`src/rtl/core/siad_pkg.sv`:
```
`timescale 1ns / 1ps
// ----------------------------------------------------------------------------
// siad_pkg
// Shared constants and types for the signed integer to decimal text unit.
// ----------------------------------------------------------------------------
package siad_pkg;

	localparam int VALUE_BITS = 32;

	// Decimal digits of 2^(VALUE_BITS-1), the largest magnitude; 1233/4096 ~ log10(2).
	localparam int NUM_DIGITS = ((VALUE_BITS - 1) * 1233) / 4096 + 1;
	localparam int BCD_W      = NUM_DIGITS * 4;
	localparam int IDX_W      = (NUM_DIGITS > 1) ? $clog2(NUM_DIGITS) : 1;
	localparam int CNT_W      = $clog2(VALUE_BITS);

	localparam logic [7:0] CHAR_ZERO  = 8'h30;
	localparam logic [7:0] CHAR_MINUS = 8'h2D;

	typedef enum logic [1:0] {
		ST_IDLE,
		ST_CONV,
		ST_SIGN,
		ST_DIGIT
	} siad_state_t;

endpackage

```
`src/rtl/core/siad_bcd_conv.sv`:
```
`timescale 1ns / 1ps
// ----------------------------------------------------------------------------
// siad_bcd_conv
// Shift-and-add-3 binary to BCD converter, one input bit per cycle.
// ----------------------------------------------------------------------------
module siad_bcd_conv import siad_pkg::*; (
	input  logic                  clk,
	input  logic                  arst_n,
	input  logic                  start,
	input  logic [VALUE_BITS-1:0] mag,
	output logic                  done,
	output logic [BCD_W-1:0]      bcd
);

	logic [VALUE_BITS-1:0] bin_q;
	logic [BCD_W-1:0]      bcd_q;
	logic [CNT_W-1:0]      cnt_q;
	logic                  busy_q;
	logic                  done_q;
	logic [BCD_W-1:0]      bcd_adj;

	// Every nibble of 5 or more gets 3 added so that the next shift carries correctly.
	always_comb begin
		for (int k = 0; k < NUM_DIGITS; k++) begin
			if (bcd_q[k*4 +: 4] >= 4'd5) begin
				bcd_adj[k*4 +: 4] = bcd_q[k*4 +: 4] + 4'd3;
			end else begin
				bcd_adj[k*4 +: 4] = bcd_q[k*4 +: 4];
			end
		end
	end

	always_ff @(posedge clk or negedge arst_n) begin
		if (!arst_n) begin
			busy_q <= 1'b0;
			done_q <= 1'b0;
			cnt_q  <= '0;
		end else begin
			done_q <= 1'b0;
			if (start) begin
				busy_q <= 1'b1;
				cnt_q  <= '0;
			end else if (busy_q) begin
				cnt_q <= cnt_q + 1'b1;
				if (cnt_q == CNT_W'(VALUE_BITS - 1)) begin
					busy_q <= 1'b0;
					done_q <= 1'b1;
				end
			end
		end
	end

	always_ff @(posedge clk) begin
		if (start) begin
			bin_q <= mag;
			bcd_q <= '0;
		end else if (busy_q) begin
			{bcd_q, bin_q} <= {bcd_adj[BCD_W-2:0], bin_q, 1'b0};
		end
	end

	assign done = done_q;
	assign bcd  = bcd_q;

endmodule

```
`src/rtl/core/signed_int_to_decimal_ascii_unit.sv`:
```
`timescale 1ns / 1ps
// ----------------------------------------------------------------------------
// signed_int_to_decimal_ascii_unit
// Converts a signed integer to its decimal ASCII text, one character per
// output transaction, most significant first, with the last one flagged.
// ----------------------------------------------------------------------------
// After an input is accepted, the BCD converter runs before the first character is offered.
// The BCD converter takes one input bit per cycle, so it sets most of that wait.
// Then one character per cycle without stall.
// One item at a time; in_stall stays high until the last character is taken.
// Reset returns the sequencer to idle; data registers are not cleared.
module signed_int_to_decimal_ascii_unit import siad_pkg::*; (
	input  logic                         clk,
	input  logic                         arst_n,
	input  logic                         in_valid,
	output logic                         in_stall,
	input  logic signed [VALUE_BITS-1:0] value,
	output logic                         out_valid,
	input  logic                         out_stall,
	output logic [7:0]                   character,
	output logic                         last
);

	siad_state_t           state_q;
	siad_state_t           state_d;
	logic                  neg_q;
	logic [IDX_W-1:0]      idx_q;
	logic [IDX_W-1:0]      msd;
	logic [VALUE_BITS-1:0] raw;
	logic [VALUE_BITS-1:0] mag;
	logic                  in_acc;
	logic                  out_acc;
	logic                  conv_done;
	logic [BCD_W-1:0]      bcd;

	assign raw     = value;
	assign mag     = raw[VALUE_BITS-1] ? (~raw + 1'b1) : raw;
	assign in_acc  = in_valid && !in_stall;
	assign out_acc = out_valid && !out_stall;

	siad_bcd_conv u_conv (
		.clk    (clk),
		.arst_n (arst_n),
		.start  (in_acc),
		.mag    (mag),
		.done   (conv_done),
		.bcd    (bcd)
	);

	// Highest nonzero digit; a zero value leaves the ones digit.
	always_comb begin
		msd = '0;
		for (int k = 0; k < NUM_DIGITS; k++) begin
			if (bcd[k*4 +: 4] != 4'd0) begin
				msd = IDX_W'(k);
			end
		end
	end

	always_comb begin
		state_d = state_q;
		unique case (state_q)
			ST_IDLE: begin
				if (in_acc) state_d = ST_CONV;
			end
			ST_CONV: begin
				if (conv_done) state_d = neg_q ? ST_SIGN : ST_DIGIT;
			end
			ST_SIGN: begin
				if (out_acc) state_d = ST_DIGIT;
			end
			ST_DIGIT: begin
				if (out_acc && idx_q == '0) state_d = ST_IDLE;
			end
			default: state_d = ST_IDLE;
		endcase
	end

	always_comb begin
		in_stall  = (state_q != ST_IDLE);
		out_valid = (state_q == ST_SIGN) || (state_q == ST_DIGIT);
		last      = (state_q == ST_DIGIT) && (idx_q == '0);
		if (state_q == ST_SIGN) begin
			character = CHAR_MINUS;
		end else begin
			character = CHAR_ZERO | {4'h0, bcd[idx_q*4 +: 4]};
		end
	end

	always_ff @(posedge clk or negedge arst_n) begin
		if (!arst_n) begin
			state_q <= ST_IDLE;
		end else begin
			state_q <= state_d;
		end
	end

	always_ff @(posedge clk) begin
		if (in_acc) begin
			neg_q <= raw[VALUE_BITS-1];
		end
		if (state_q == ST_CONV && conv_done) begin
			idx_q <= msd;
		end else if (state_q == ST_DIGIT && out_acc && idx_q != '0) begin
			idx_q <= idx_q - 1'b1;
		end
	end

endmodule
```
`config.mk`:
```
export PLATFORM = sky130hd
export DESIGN_NAME = signed_int_to_decimal_ascii_unit
export DESIGN_NICKNAME = d
export VERILOG_FILES = /design/src/rtl/core/siad_pkg.sv /design/src/rtl/core/siad_bcd_conv.sv /design/src/rtl/core/signed_int_to_decimal_ascii_unit.sv
export SDC_FILE = /design/constraint.sdc
export NUM_CORES = 1
export LEC_CHECK = 0
export BUFFER_PORTS_ARGS = -buffer_cell sky130_fd_sc_hd__buf_2
export CAP_MARGIN = 10
export CORE_UTILIZATION = 35
export DETAILED_ROUTE_END_ITERATION = 8
export SLEW_MARGIN = 20
export SYNTH_ARGS = -nofsm -noshare
export SYNTH_HDL_FRONTEND = slang
export SYNTH_SLANG_ARGS = --single-unit
```
`constraint.sdc`:
```
create_clock -name clk -period 2.5 [get_ports clk]
set_input_delay 0.25 -clock clk [delete_from_list [all_inputs] [get_ports clk]]
set_output_delay 0.25 -clock clk [all_outputs]
set_load 0.1 [all_outputs]
```
==> out/metrics.yaml <==
run_status:
  status: "completed"
clock_network:
  clk_latency_ns: 0.35
  htree_levels: 3
  cts_buffers: 9
  cts_sinks: 86
  clock_tree.buffer_depth: 2
  clockRootBuffer: "clkbuf_16"
  cts_tree: "built"
  clk_pin_slew_worst_paths_ns: 0.07
worst_setup_path:
  crit_path_max_fanout: 8
  crit_path_end_kind: "output pin"
  reg2reg_from: "state_q[1]"
  rr_worst_depth: 6
  rr_endpoint: "idx_q[3]"
  crit_type: "reg2out"
  cp-start-kind: "flip-flop"
  critPathRequiredTime_ns: 2.25
  reg2reg_slack_ns: 0.33
  arrival_ns: 2.08
logic_synthesis:
  synth_async_sr_flop_share_pct: 10.47
  yosys_warnings: 0
  synth_top_cell_by_area: "edfxtp_1"
  synth_area_leaders: "edfxtp_1 (20%), dfxtp_1 (15%), ha_1 (6.7%)"
  netlist_instances: 591
  synth_top_area_share_pct: 20.47
  synthFlopType: "dfxtp_1"
  yosysMostFrequentCell: "nand2_1"
  yosysUniqueCellTypes: 55
  ys_seq_area_share_pct: 39.36
  synthTopCellsByCount: "nand2_1 (86), o21ai_0 (61), dfxtp_1 (40)"
  syn_avg_cell_area_um2: 9.186
  synth_area_um2: 5429
  synth_seq_cells: 86
  synth_edf_count: 37
detailed_routing:
  drt_iter0_markers: 209
  vias_per_cell: 5.110
  wl_met1_um: 5292
  firstDrtPassIters: 4
  antenna_left: 0
  met3_length_um: 394
  wl_per_cell_um: 13.61
  wirelength_um: 11140
  route.detailed.drc: 0
  vias: 4185
  routed.top_layer: "met4"
  routed-wl-met2_um: 5315
power:
  irDropWorstVdd_uv: 868.0
  power.total_mw: 7.366
  powerDensity_nw_per_um2: 1193
  p_leak_nw: 2.660
final_layout:
  area_growth_pct: 13.69
  final_nets: 691
  diodes: 0
  drive_gt1_share_pct: 15.21
  finalNonFillerCells: 819
  final.fill_count: 1488
  final_area_um2: 6172
job:
  drv_cap: 0
timing:
  setup_viol: 0
  tightest_slew_ns: 0.6399
  fin_crit_sh_pct: 93.19
  fmax_mhz: 429.2
  layout_min_cycle_time_ns: 2.330
  slew_viol_final: 0
  relSlewSlack_pct: 57.34
  skew_ns: 0.008825
  setup_ws_ns: 0.1702
  rsz0062_at_grt: "false"
  hold_viol: 0
floorplan:
  dieHeight_um: 126.5
  coreArea_um2: 15150
  die_w_um: 126.5
  dieArea_um2: 16010
  io_pins: 47
  rows: 45
  start_util_pct: 35.84
placed_design:
  io_buffers: 43
  dp_cells: 800
  place_area_um2: 5858
  dp_slack_ns: 0.2719
  dpl.hpwl_um: 8023
  place_congestion: 0.8045
hold_path:
  worstHoldPathType: "in2async"
global_route:
  antenna_found_initial: 0
  grt.overflow.total: 0
  grt_pass1_vias: 4082
  grt_pass1_wl_um: 19570
  grt_max_degree: 65
  grt_usage_pct: 15.11
## timing repair
| action | 4_1_cts | 5_1_grt |
|---|---|---|
| buffers inserted | 2 | 0 |
| endpoints found under the setup margin | 2 | 0 |
| hold buffers | 1 | 0 |
| gates resized for setup | 0 | 0 |
| endpoints found under the hold margin | 9 | 0 |
## report_power, final
part | internal [mW] | leakage, nW | total [mW] | switching (mW)
combinational | 1.39 | 1.68 | 3.39 | 2.01
sequential | 2.19 | 0.850 | 2.71 | 0.528
clock | 0.695 | 0.132 | 1.26 | 0.563
total | 4.27 | 2.66 | 7.37 | 3.10
## worst max-delay path by stage
stage	slack (ns)	start	endpoint
global placement	0.34	value[0]	u_conv.bin_q[20]
finish	0.17	idx_q[0]	last
CTS	0.16	idx_q[0]	last
global route	0.04	idx_q[0]	last
floorplan	-0.14	idx_q[0]	character[1]
detailed placement	0.27	value[0]	u_conv.bin_q[20]
## worst max-delay path, cell delays in order, from the launching register on
cell and delay, ns:
edfxtp_1 0.43, buf_12 0.16, buf_4 0.16, inv_1 0.06, ha_1 0.17, nor3b_1 0.32, and2_1 0.25, buf_12 0.19
## registers in the layout, summed over array words and instances (netlist names)
signal         flops
u_conv.done        1
state_q            2
idx_q              4
u_conv.busy_q      1
u_conv.bin_q      32
neg_q              1
u_conv.cnt_q       5
u_conv.bcd        40
## final cells by class
cell class	instances	area [µm²]	area share, %
Clock buffer	10	239.0	3.872
Clock inverter	6	37.54	0.6081
Multi-Input combinational cell	444	3067	49.69
Tap cell	188	235.2	3.811
Inverter	32	120.1	1.946
Sequential cell	86	2138	34.64
Timing Repair Buffer	53	335.3	5.433
## stage by stage
step	hold slack [ns]	TNS, ns	util, %
global route	0.2890	0	40.75
global placement	0.1142	0	38.68
detailed placement	0.1122	0	38.68
floorplan	-0.04559	-0.1399	-
finish	0.2798	0	40.75
CTS	0.2632	0	40.75
## cell families after synthesis
group / synth area share, %
muxes: 7.421
buffers and inverters: 4.563
DFF: 39.36
other: 0.1383
adders and majority gates: 6.684
xor gates and xnor gates: 8.550
AOI/OAI and AO/OA: 16.02
and+or+nand+nor: 17.26
## cell usage in the layout, fill, tap and decap left out, types with 3 or more instances in the layout
cell,Yosys,layout
a21o_1,9,9
a21oi_1,33,33
buf_12,0,3
buf_2,3,41
buf_4,3,8
clkbuf_16,0,9
conb_1,2,3
dfrtp_1,9,8
dfxtp_1,40,40
edfxtp_1,37,37
ha_1,29,29
inv_1,31,31
mux2i_1,20,20
mux4_2,8,8
nand2_1,86,85
nand2b_1,14,14
nand3_1,21,21
nor2_1,28,28
nor3b_1,9,9
o211ai_1,10,10
o21ai_0,61,58
o21ai_1,3,3
o21ai_2,0,3
o31ai_1,12,12
o41ai_1,5,5
xnor2_1,23,23
xor2_1,30,30
## layer usage
layer | track usage (%) | vias up
met2 | 24.34 | 74
met3 | 3.712 | 13
li1 | - | 2155
met5 | 0 | -
met4 | 5.245 | 0
met1 | 19.75 | 1943
Note: power is estimated with default switching activity, not from simulation.
